==> src/lpse_pkg.sv <==
package lpse_pkg;

   localparam int NUM_FIELDS          = 8;
   localparam int MAX_COMPONENTS_DEF  = 8;
   localparam int CSR_INDEX_W         = 2;
   localparam int CSR_DATA_W          = 8;
   localparam int COUNT_W             = 4;

   localparam logic [7:0] BIT_ONE_CODE  = 8'hF8;
   localparam logic [7:0] BIT_ZERO_CODE = 8'hC0;
   localparam logic [7:0] LATCH_CODE    = 8'h00;

   localparam logic [COUNT_W-1:0] COUNT_RESET      = 4'd3;
   localparam logic [7:0]         BRIGHTNESS_RESET = 8'd255;

   typedef enum logic [CSR_INDEX_W-1:0] {
      CSR_COMPONENT_COUNT   = 2'd0,
      CSR_GLOBAL_BRIGHTNESS = 2'd1
   } csr_index_type;

   typedef enum logic {
      OP_PIXEL = 1'b0,
      OP_LATCH = 1'b1
   } op_type;

   typedef struct packed {
      op_type                          op;
      logic [7:0]                      pixel_brightness;
      logic [NUM_FIELDS-1:0][7:0]      comp;
   } pixel_type;

   typedef struct packed {
      op_type                          op;
      logic [NUM_FIELDS-1:0][7:0]      comp;
   } scaled_type;

   // floor(x / 255), exact for x <= 255 * 255
   function automatic logic [7:0] div255(input logic [15:0] x);
      logic [16:0] t;
      t = {1'b0, x} + {9'd0, x[15:8]} + 17'd1;
      return t[15:8];
   endfunction

endpackage

==> src/lpse_if.sv <==
interface lpse_req_if;
   logic       valid;
   logic       ready;
   logic       op;
   logic [7:0] component_0;
   logic [7:0] component_1;
   logic [7:0] component_2;
   logic [7:0] component_3;
   logic [7:0] component_4;
   logic [7:0] component_5;
   logic [7:0] component_6;
   logic [7:0] component_7;
   logic [7:0] pixel_brightness;

   modport source (
      output valid, op, component_0, component_1, component_2, component_3,
             component_4, component_5, component_6, component_7, pixel_brightness,
      input  ready
   );
   modport sink (
      input  valid, op, component_0, component_1, component_2, component_3,
             component_4, component_5, component_6, component_7, pixel_brightness,
      output ready
   );
endinterface

interface lpse_rsp_if;
   logic       valid;
   logic       ready;
   logic [7:0] spi_byte;
   logic       last_byte;

   modport source (output valid, spi_byte, last_byte, input ready);
   modport sink (input valid, spi_byte, last_byte, output ready);
endinterface

==> src/lpse_scale.sv <==
module lpse_scale #(
   parameter int MAX_COMPONENTS = lpse_pkg::MAX_COMPONENTS_DEF
) (
   input  logic                  clock,
   input  logic                  reset,
   input  logic                  in_valid,
   output logic                  in_ready,
   input  lpse_pkg::pixel_type   in_item,
   input  logic [7:0]            global_brightness,
   output logic                  out_valid,
   input  logic                  out_ready,
   output lpse_pkg::scaled_type  out_item
);
   import lpse_pkg::*;

   logic v1_ff, v2_ff, v3_ff, v4_ff;
   logic en1, en2, en3, en4;

   op_type                        op1_ff, op2_ff, op3_ff, op4_ff;
   logic [NUM_FIELDS-1:0][7:0]    comp1_ff, comp2_ff, scaled4_ff, scaled4_in;
   logic [NUM_FIELDS-1:0][15:0]   prod3_ff, prod3_in;
   logic [15:0]                   bprod1_ff;
   logic [7:0]                    total2_ff;

   assign en4      = !v4_ff || out_ready;
   assign en3      = !v3_ff || en4;
   assign en2      = !v2_ff || en3;
   assign en1      = !v1_ff || en2;
   assign in_ready = en1;

   always_ff @(posedge clock) begin
      if (reset) begin
         v1_ff <= 1'b0;
         v2_ff <= 1'b0;
         v3_ff <= 1'b0;
         v4_ff <= 1'b0;
      end else begin
         if (en1) v1_ff <= in_valid;
         if (en2) v2_ff <= v1_ff;
         if (en3) v3_ff <= v2_ff;
         if (en4) v4_ff <= v3_ff;
      end
   end

   // per-lane scaling; lanes beyond MAX_COMPONENTS never reach the wire
   for (genvar g = 0; g < NUM_FIELDS; g++) begin : g_lane
      if (g < MAX_COMPONENTS) begin : g_used
         assign prod3_in[g]   = 16'(comp2_ff[g] * total2_ff);
         assign scaled4_in[g] = div255(prod3_ff[g]);
      end else begin : g_unused
         assign prod3_in[g]   = '0;
         assign scaled4_in[g] = '0;
      end
   end

   always_ff @(posedge clock) begin
      if (en1) begin
         op1_ff    <= in_item.op;
         comp1_ff  <= in_item.comp;
         bprod1_ff <= 16'(in_item.pixel_brightness * global_brightness);
      end
      if (en2) begin
         op2_ff    <= op1_ff;
         comp2_ff  <= comp1_ff;
         total2_ff <= div255(bprod1_ff);
      end
      if (en3) begin
         op3_ff   <= op2_ff;
         prod3_ff <= prod3_in;
      end
      if (en4) begin
         op4_ff     <= op3_ff;
         scaled4_ff <= scaled4_in;
      end
   end

   assign out_valid     = v4_ff;
   assign out_item.op   = op4_ff;
   assign out_item.comp = scaled4_ff;

endmodule

==> src/lpse_serializer.sv <==
module lpse_serializer #(
   parameter int MAX_COMPONENTS = lpse_pkg::MAX_COMPONENTS_DEF
) (
   input  logic                            clock,
   input  logic                            reset,
   input  logic                            in_valid,
   output logic                            in_ready,
   input  lpse_pkg::scaled_type            in_item,
   input  logic [lpse_pkg::COUNT_W-1:0]    eff_count,
   output logic                            out_valid,
   input  logic                            out_ready,
   output logic [7:0]                      out_byte,
   output logic                            out_last
);
   import lpse_pkg::*;

   localparam int SH_W  = MAX_COMPONENTS * 8;
   localparam int CNT_W = $clog2(SH_W);

   logic               busy_ff;
   op_type             op_ff;
   logic [SH_W-1:0]    sh_ff, sh_load;
   logic [CNT_W-1:0]   rem_ff;
   logic               rsp_valid_ff;
   logic [7:0]         rsp_byte_ff;
   logic               rsp_last_ff;

   logic out_en, emit, last_now, load;
   logic [7:0] cur_byte;

   for (genvar g = 0; g < MAX_COMPONENTS; g++) begin : g_load
      assign sh_load[SH_W-1-8*g -: 8] = in_item.comp[g];
   end

   assign out_en   = !rsp_valid_ff || out_ready;
   assign emit     = busy_ff && out_en;
   assign last_now = (rem_ff == '0);
   assign in_ready = !busy_ff || (emit && last_now);
   assign load     = in_valid && in_ready;

   always_comb begin
      if (op_ff == OP_LATCH) begin
         cur_byte = LATCH_CODE;
      end else if (sh_ff[SH_W-1]) begin
         cur_byte = BIT_ONE_CODE;
      end else begin
         cur_byte = BIT_ZERO_CODE;
      end
   end

   always_ff @(posedge clock) begin
      if (reset) begin
         busy_ff      <= 1'b0;
         rsp_valid_ff <= 1'b0;
      end else begin
         if (load) begin
            busy_ff <= 1'b1;
         end else if (emit && last_now) begin
            busy_ff <= 1'b0;
         end
         if (out_en) rsp_valid_ff <= emit;
      end
   end

   always_ff @(posedge clock) begin
      if (load) begin
         op_ff <= in_item.op;
         sh_ff <= sh_load;
         if (in_item.op == OP_LATCH) begin
            rem_ff <= '0;
         end else begin
            rem_ff <= CNT_W'({eff_count - COUNT_W'(1), 3'b111});
         end
      end else if (emit) begin
         sh_ff  <= {sh_ff[SH_W-2:0], 1'b0};
         rem_ff <= rem_ff - CNT_W'(1);
      end
      if (emit) begin
         rsp_byte_ff <= cur_byte;
         rsp_last_ff <= last_now;
      end
   end

   assign out_valid = rsp_valid_ff;
   assign out_byte  = rsp_byte_ff;
   assign out_last  = rsp_last_ff;

endmodule

==> src/led_pixel_scale_and_spi_encode_unit.sv <==
// channel   dir   handshake        payload
// req_chan  in    valid/ready      op, component_0..7, pixel_brightness
// rsp_chan  out   valid/ready      spi_byte, last_byte
// csr_*     in    csr_we only      csr_index, csr_wdata
//
// A pixel gives 8 bytes per component (24 for three), one byte per cycle from the
// bit shifter while rsp_chan accepts; a latch gives one byte. The shifter is the rate limit.
// Data path: 4 scaling stages, a shifter load, one output register.
// Synchronous active-high reset; CSRs return to count 3, brightness 255.
// Back-pressure on rsp_chan stalls the shifter, then the scaling stages, then req_chan.
module led_pixel_scale_and_spi_encode_unit #(
   parameter int MAX_COMPONENTS = lpse_pkg::MAX_COMPONENTS_DEF
) (
   input  logic                                clock,
   input  logic                                reset,
   lpse_req_if.sink                            req_chan,
   lpse_rsp_if.source                          rsp_chan,
   input  logic                                csr_we,
   input  logic [lpse_pkg::CSR_INDEX_W-1:0]    csr_index,
   input  logic [lpse_pkg::CSR_DATA_W-1:0]     csr_wdata
);
   import lpse_pkg::*;

   logic [COUNT_W-1:0] count_ff;
   logic [7:0]         gbright_ff;
   logic [COUNT_W-1:0] eff_count;

   pixel_type  pix_item;
   scaled_type scaled_item;
   logic       scaled_valid, scaled_ready;

   always_ff @(posedge clock) begin
      if (reset) begin
         count_ff   <= COUNT_RESET;
         gbright_ff <= BRIGHTNESS_RESET;
      end else if (csr_we) begin
         unique case (csr_index_type'(csr_index))
            CSR_COMPONENT_COUNT:   count_ff   <= csr_wdata[COUNT_W-1:0];
            CSR_GLOBAL_BRIGHTNESS: gbright_ff <= csr_wdata[7:0];
            default: ;
         endcase
      end
   end

   always_comb begin
      priority if (count_ff == '0) begin
         eff_count = COUNT_W'(1);
      end else if (count_ff > COUNT_W'(MAX_COMPONENTS)) begin
         eff_count = COUNT_W'(MAX_COMPONENTS);
      end else begin
         eff_count = count_ff;
      end
   end

   assign pix_item.op               = op_type'(req_chan.op);
   assign pix_item.pixel_brightness = req_chan.pixel_brightness;
   assign pix_item.comp = {req_chan.component_7, req_chan.component_6,
                           req_chan.component_5, req_chan.component_4,
                           req_chan.component_3, req_chan.component_2,
                           req_chan.component_1, req_chan.component_0};

   lpse_scale #(.MAX_COMPONENTS(MAX_COMPONENTS)) u_scale (
      .clock             (clock),
      .reset             (reset),
      .in_valid          (req_chan.valid),
      .in_ready          (req_chan.ready),
      .in_item           (pix_item),
      .global_brightness (gbright_ff),
      .out_valid         (scaled_valid),
      .out_ready         (scaled_ready),
      .out_item          (scaled_item)
   );

   lpse_serializer #(.MAX_COMPONENTS(MAX_COMPONENTS)) u_ser (
      .clock     (clock),
      .reset     (reset),
      .in_valid  (scaled_valid),
      .in_ready  (scaled_ready),
      .in_item   (scaled_item),
      .eff_count (eff_count),
      .out_valid (rsp_chan.valid),
      .out_ready (rsp_chan.ready),
      .out_byte  (rsp_chan.spi_byte),
      .out_last  (rsp_chan.last_byte)
   );

   a_latch_is_last: assert property (@(posedge clock) disable iff (reset)
      rsp_chan.valid && rsp_chan.spi_byte == LATCH_CODE |-> rsp_chan.last_byte)
      else $error("latch byte without last marker");

   a_byte_code: assert property (@(posedge clock) disable iff (reset)
      rsp_chan.valid |-> (rsp_chan.spi_byte == BIT_ONE_CODE ||
                          rsp_chan.spi_byte == BIT_ZERO_CODE ||
                          rsp_chan.spi_byte == LATCH_CODE))
      else $error("illegal SPI byte code");

   a_reset_idle: assert property (@(posedge clock)
      reset |=> !rsp_chan.valid)
      else $error("response valid after reset");

   a_csr_gbright: assert property (@(posedge clock) disable iff (reset)
      csr_we && csr_index == CSR_GLOBAL_BRIGHTNESS |=> gbright_ff == $past(csr_wdata[7:0]))
      else $error("global brightness write lost");

endmodule

==> src/flat_wrapper.sv <==
// flat-port wrapper written by rule: the top's interface ports become plain ports
module led_pixel_scale_and_spi_encode_unit_flat import lpse_pkg::*;
#(
   parameter int MAX_COMPONENTS = lpse_pkg::MAX_COMPONENTS_DEF
)
  (clock, reset, csr_we, csr_index, csr_wdata, req_chan_valid, req_chan_op, req_chan_component_0, req_chan_component_1, req_chan_component_2, req_chan_component_3, req_chan_component_4, req_chan_component_5, req_chan_component_6, req_chan_component_7, req_chan_pixel_brightness, req_chan_ready, rsp_chan_valid, rsp_chan_spi_byte, rsp_chan_last_byte, rsp_chan_ready);
  lpse_req_if req_chan_i ();
  lpse_rsp_if rsp_chan_i ();
  input  logic clock;
  input  logic reset;
  input  logic csr_we;
  input  logic [lpse_pkg::CSR_INDEX_W-1:0] csr_index;
  input  logic [lpse_pkg::CSR_DATA_W-1:0] csr_wdata;
  input wire logic [$bits(req_chan_i.valid)-1:0] req_chan_valid;
  input wire logic [$bits(req_chan_i.op)-1:0] req_chan_op;
  input wire logic [$bits(req_chan_i.component_0)-1:0] req_chan_component_0;
  input wire logic [$bits(req_chan_i.component_1)-1:0] req_chan_component_1;
  input wire logic [$bits(req_chan_i.component_2)-1:0] req_chan_component_2;
  input wire logic [$bits(req_chan_i.component_3)-1:0] req_chan_component_3;
  input wire logic [$bits(req_chan_i.component_4)-1:0] req_chan_component_4;
  input wire logic [$bits(req_chan_i.component_5)-1:0] req_chan_component_5;
  input wire logic [$bits(req_chan_i.component_6)-1:0] req_chan_component_6;
  input wire logic [$bits(req_chan_i.component_7)-1:0] req_chan_component_7;
  input wire logic [$bits(req_chan_i.pixel_brightness)-1:0] req_chan_pixel_brightness;
  output wire logic [$bits(req_chan_i.ready)-1:0] req_chan_ready;
  output wire logic [$bits(rsp_chan_i.valid)-1:0] rsp_chan_valid;
  output wire logic [$bits(rsp_chan_i.spi_byte)-1:0] rsp_chan_spi_byte;
  output wire logic [$bits(rsp_chan_i.last_byte)-1:0] rsp_chan_last_byte;
  input wire logic [$bits(rsp_chan_i.ready)-1:0] rsp_chan_ready;
  assign req_chan_i.valid = req_chan_valid;
  assign req_chan_i.op = req_chan_op;
  assign req_chan_i.component_0 = req_chan_component_0;
  assign req_chan_i.component_1 = req_chan_component_1;
  assign req_chan_i.component_2 = req_chan_component_2;
  assign req_chan_i.component_3 = req_chan_component_3;
  assign req_chan_i.component_4 = req_chan_component_4;
  assign req_chan_i.component_5 = req_chan_component_5;
  assign req_chan_i.component_6 = req_chan_component_6;
  assign req_chan_i.component_7 = req_chan_component_7;
  assign req_chan_i.pixel_brightness = req_chan_pixel_brightness;
  assign req_chan_ready = req_chan_i.ready;
  assign rsp_chan_valid = rsp_chan_i.valid;
  assign rsp_chan_spi_byte = rsp_chan_i.spi_byte;
  assign rsp_chan_last_byte = rsp_chan_i.last_byte;
  assign rsp_chan_i.ready = rsp_chan_ready;
  led_pixel_scale_and_spi_encode_unit #(.MAX_COMPONENTS(MAX_COMPONENTS)) u_core (.clock(clock), .reset(reset), .req_chan(req_chan_i), .rsp_chan(rsp_chan_i), .csr_we(csr_we), .csr_index(csr_index), .csr_wdata(csr_wdata));
endmodule
==> config.mk <==
export PLATFORM = sky130hd
export DESIGN_NAME = led_pixel_scale_and_spi_encode_unit_flat
export DESIGN_NICKNAME = d
export VERILOG_FILES = /design/src/lpse_pkg.sv /design/src/lpse_if.sv /design/src/lpse_scale.sv /design/src/lpse_serializer.sv /design/src/led_pixel_scale_and_spi_encode_unit.sv /design/src/flat_wrapper.sv
export SDC_FILE = /design/constraint.sdc
export NUM_CORES = 2
export LEC_CHECK = 0
export BUFFER_PORTS_ARGS = -buffer_cell sky130_fd_sc_hd__buf_2
export CAP_MARGIN = 25
export CORE_AREA = 2 2 258 260
export DETAILED_ROUTE_END_ITERATION = 10
export DIE_AREA = 0 0 260 262
export PLACE_DENSITY = 0.86
export SKIP_LAST_GASP = 1
export SLEW_MARGIN = 10
export SYNTH_ARGS = -nofsm -noshare
export SYNTH_HDL_FRONTEND = slang
export SYNTH_SLANG_ARGS = --single-unit
==> constraint.sdc <==
create_clock -name clock -period 8.9 [get_ports clock]
set_input_delay 1.335 -clock clock [delete_from_list [all_inputs] [get_ports clock]]
set_output_delay 1.335 -clock clock [all_outputs]
set_load 0.005 [all_outputs]
# Word-level counts from Yosys, hierarchy flattened
# Cells that the tools add are included.
# W data, S select, Z words.
[totals]
input_bits = 88
ff_bits = 446
wordCells = 114
[op_classes]
reduce_logical = 22
addsub = 20
magnitude_cmp = 1
multipliers = 9
muxes = 10
n_eq_ne = 1
[op_table]
columns = ["operator", "count"]
rows = [
  ["$add A16 B1 Y16 const B", 9],
  ["$add A16 B8 Y16", 9],
  ["$mul A8 B8 Y16", 9],
  ["$mux W64", 2],
  ["$mux W6", 4],
  ["$logic_not A1 Y1", 6],
  ["$logic_not A6 Y1", 1],
  ["$logic_or A1 B1 Y1", 6],
  ["$mux W3", 2],
  ["$sub A6 B1 Y6 const B", 1],
  ["$gt A4 B4 Y1 const B", 1],
  ["$logic_not A4 Y1", 1],
  ["$reduce_and A2 Y1", 2],
  ["$reduce_bool A2 Y1", 2],
  ["$logic_and A1 B1 Y1", 3],
  ["$sub A3 B1 Y3 const B", 1],
  ["$eq A2 B1 Y1 const B", 1],
  ["$logic_not A2 Y1", 1],
  ["$mux W1", 2],
]

# Longest topological paths before layout
[depth]
ltp_word = 9
ltp_mapped = 18
mapped_depth_nobuf = 16

# Hierarchy
# Synthesis repeated with hierarchy kept, for this count alone.
[unflattened]
cells_unflattened = 3202
hier_area_um2 = 36467.5
[by_module_without_submodules]
columns = ["mod", "n_inst", "cells_per_inst", "area_each_um2", "seq_area_each_um2"]
rows = [
  ["lpse_scale", 1, 2948, 32278.5, 10530.1],
  ["lpse_serializer", 1, 198, 3662.3, 2262.2],
  ["led_pixel_scale_and_spi_encode_unit", 1, 56, 526.8, 240.2],
]

# Worst setup path after synthesis
# Ideal clock, no wire load.
[synth_timing]
path_kind = "input-to-output"
start = "in rsp_chan_ready"
end = "out req_chan_ready"
path_stages = 5
setup_slack_ns = 0.129
required_time_ns = 7.565
arrival_ns = 7.436
path_cell_list = "nor2b_1 o41a_1 nand3_1 nor2_1 nand2_1"
[synth_between]
elab_chain_len = 8
[synth_lines]
columns = ["item", "line", "rtl"]
rows = [
  ["start: declaration", "flat_wrapper.sv:29", "input wire logic [$bits(rsp_chan_i.ready)-1:0] rsp_chan_ready;"],
  ["$logic_or A1 B1 Y1", "lpse_serializer.sv:35", "assign out_en = !rsp_valid_ff || out_ready;"],
  ["$logic_and A1 B1 Y1", "lpse_serializer.sv:36", "assign emit = busy_ff && out_en;"],
  ["$logic_and A1 B1 Y1", "lpse_serializer.sv:38", "assign in_ready = !busy_ff || (emit && last_now);"],
  ["$logic_or A1 B1 Y1", "lpse_serializer.sv:38", ""],
  ["$logic_or A1 B1 Y1", "lpse_scale.sv:25", "assign en4 = !v4_ff || out_ready;"],
  ["$logic_or A1 B1 Y1", "lpse_scale.sv:26", "assign en3 = !v3_ff || en4;"],
  ["via u_core.u_scale.en3", "lpse_scale.sv:17", "logic en1, en2, en3, en4;"],
  ["$logic_or A1 B1 Y1", "lpse_scale.sv:27", "assign en2 = !v2_ff || en3;"],
  ["$logic_or A1 B1 Y1", "lpse_scale.sv:28", "assign en1 = !v1_ff || en2;"],
  ["end: declaration", "flat_wrapper.sv:25", "output wire logic [$bits(req_chan_i.ready)-1:0] req_chan_ready;"],
]
# The timed path passes the listed nets, and every way through them passes these cells.

==> flow_summary_export.csv <==
group,metric,value,unit
status,status,"completed",
hold_path,min_path_type,"flop to flop",
clocking,cts_made_buffers,46,
yosys,synth_enable_flop_cells,422,
grt,grt_start_max_net_pins,71,
sta,slew_headroom,30.26,%
clocking,clk_pin_slew_worst_paths,60,ps
sta,slew_viol_final,0,
place,routabilityCongestion,0.8468,
drt,route.antenna.remaining_nets,0,
yosys,synth_flop_cell,"edfxtp_1",
critical_path,path_class,"flop to flop",
clocking,insertion_delay,590,ps
drt,drtIter0Drc,1657,
drt,routedWlPerCell,16.42,um
sta,rsz0062_at_grt,"false",
sta,finalSetupViolCount,0,
final_layout,layout_common_cells,"470 x and2_1, 466 x inv_1, 422 x edfxtp_1, 390 x ha_1, 388 x nand2_1",
floorplanning,die_area,68120,um^2
critical_path,crit_path_max_fanout,40,
critical_path,ff2ff_setup_slack,3080,ps
clocking,ctsResizeCount,0,
yosys,yosysWarnings,0,
place,place_ws,3184,ps
clocking,cts_tree,"yes",
yosys,synth_seq_cells,440,
place,io_buffer_count,95,
final_layout,drive_above_1_share,5.907,%
critical_path,timing.rr.start,"u_core.u_scale.total2_ff[3]",
run,max_cap_violations,0,
floorplanning,die_x,260,um
yosys,seq_area_frac_synth,36.47,%
critical_path,cp_data_required_time,9240,ps
hold_path,hold_depth,0,
yosys,netlist_instances,3293,
yosys,syn_area_per_cell,10.85,um^2
hold_path,hold_end,"u_core.u_scale.comp2_ff[48]",
clocking,cts.sinks,440,
floorplanning,core-area,65280,um^2
drt,vias_per_cell,5.453,
critical_path,cp-start-kind,"flop",
floorplanning,io_pins,99,
final_layout,final_core_util,59.08,%
hold_path,worstHoldStart,"u_core.u_scale.comp1_ff[48]",
critical_path,r2r_end,"u_core.u_scale.prod3_ff[108]",
yosys,synth_cell_types,66,
critical_path,crit_arrival,6160,ps
final_layout,num_antenna_cells,0,
sta,final.setup_skew,16.74,ps
sta,max_freq,171.7,MHz
floorplanning,initial_utilization,54.75,%
grt,antenna_found_initial,0,
floorplanning,die_h,262,um
drt,drc,0,
yosys,netlist_area,35740,um^2
drt,drt-pass1-iter-count,7,
clocking,cts_buffer_depth,3,
sta,setup_ws,3078,ps
clocking,postCtsHoldBufs,0,
sta,hold_viol_final,0,
sta,timing.final.crit_share,65.42,%
place,hpwlAfterDp,50140,um
grt,grt_usage,21.25,%
final_layout,syn_to_final_growth,7.902,%
yosys,async_flop_share,0,%
critical_path,reg2regPathDepth,16,
floorplanning,rows,94,
clocking,root_buffer,"clkbuf_16",
clocking,post_cts_buffers,0,
grt,grt_first_pass_wirelength,117700,um
sta,tns,0,ps
sta,tightest_slew,1046,ps
drt,wirelength,70070,um
final_layout,layout_commonest_cell,"and2_1",
grt,grt.overflow.total,0,
critical_path,endpoint_kind,"flop",
final_layout,nNetsFinal,4170,
grt,grt_pass1_vias,24401,
sta,period_needed,5822,ps
clocking,cts_htree_levels,2,
drt,via_count,23268,
cell families (layout without fill, tap and decap cells):
logic type      after synthesis  in the layout  synth area share, %
compound gates              296            296                5.385
flops                       440            440                36.47
simple gates               1117           1117                16.13
xor+xnor                    163            163                3.995
buf+inv                     555            663                6.011
fa+ha+maj                   714            714                31.80
other cells                   1              3              0.01049
mux                           7              7               0.1961
metal layers:
metal	GRT usage [%]	vias up	part of all wire (%)
met4	6.450	0	2.2
met5	0	-	0
li1	-	10940	-
met2	37.81	618	51
met1	26.97	11597	42
met3	2.961	113	5.1
synthesized netlist by cell type (3+ instances only):
library cell  instances  share of area, %
a21o_1               18              0.38
a211oi_1             13              0.27
nor2_1               86              0.90
or2_2                 6              0.11
nand2_1             390               4.1
o21bai_1             13              0.27
o2111ai_1             3             0.074
nand4_1              19              0.33
a31o_2                3             0.074
mux2i_1               7              0.20
fa_1                324                18
buf_2                 9              0.13
and2_1              470               8.2
o311ai_0              5              0.12
nand2b_1             14              0.25
nand3b_1             11              0.23
a21oi_1              98               1.4
xor2_1               44               1.1
edfxtp_1            422                35
o21ai_0              59              0.83
a211o_1               6              0.15
nor4_1                5             0.088
o31a_1                3             0.074
nor2b_1              22              0.39
o31ai_1               8              0.17
xnor2_1             119               2.9
a2111oi_0             9              0.22
a31oi_1               9              0.16
nor3b_1               3             0.063
o21a_1               13              0.27
o211ai_1              9              0.19
clkbuf_1             67              0.70
or3_1                 6              0.11
and3_1               16              0.28
buf_4                 6              0.13
ha_1                390                14
nor3_1               25              0.35
a21boi_0              5              0.11
dfxtp_1              18               1.0
nand3_1              36              0.50
inv_1               467               4.9
buf_6                 4              0.13
stage by stage:
stage	hold slack [ps]	area [um^2]	instances
floorplan	400.3	35750	3295
global placement	401.0	37060	4182
detailed placement	404.5	37060	4182
CTS	418.3	38540	4265
global route	421.0	38560	4267
finish	417.0	38560	4267
flip-flops by register name, indices dropped and copies added (netlist names), 2 cells and up:
| register | cells |
|---|---|
| u_core.u_scale.comp1_ff | 64 |
| u_core.u_scale.prod3_ff | 128 |
| u_core.gbright_ff | 8 |
| u_core.u_scale.bprod1_ff | 16 |
| u_core.count_ff | 4 |
| u_core.u_ser.out_byte | 2 |
| u_core.u_scale.total2_ff | 8 |
| u_core.u_scale.out_item | 64 |
| u_core.u_scale.comp2_ff | 64 |
| u_core.u_ser.rem_ff | 6 |
| u_core.u_ser.sh_ff | 64 |
final cells by class:
class                           count  area [um^2]
Fill cell                        5034        26710
Multi-Input combinational cell   2300        20600
Sequential cell                   440        13030
Inverter                          468         1759
Clock buffer                       57         1214
Tap cell                          864         1081
Timing Repair Buffer              112        611.8
Clock inverter                     26        265.3
how the worst max path moves through the flow:
| stage | start | end | slack (ps) |
|---|---|---|---|
| 6_report | u_core.u_scale.total2_ff[3] | u_core.u_scale.prod3_ff[108] | 3080 |
| 5_1_grt | u_core.u_scale.total2_ff[3] | u_core.u_scale.prod3_ff[15] | 2870 |
| 4_1_cts | u_core.u_scale.total2_ff[3] | u_core.u_scale.prod3_ff[108] | 3170 |
| 3_5_place_dp | req_chan_pixel_brightness[5] | u_core.u_scale.bprod1_ff[13] | 3180 |
| 3_3_place_gp | u_core.u_scale.total2_ff[3] | u_core.u_scale.prod3_ff[110] | 3360 |
| 2_1_floorplan | rsp_chan_ready | req_chan_ready | 130 |
critical path: stages, from the launching register on:
cell	delay [ps]
edfxtp_1	1040
buf_4	550
nand2_1	140
fa_1	510
fa_1	540
inv_1	50
fa_1	470
inv_1	50
fa_1	470
inv_1	40
ha_1	280
o21ai_0	110
inv_1	80
a2111oi_0	750
o31ai_1	170
a21oi_1	210
xnor2_1	80
Power is not shown: default switching activity piles up to over one toggle a cycle in this logic, so the estimate is an artifact.
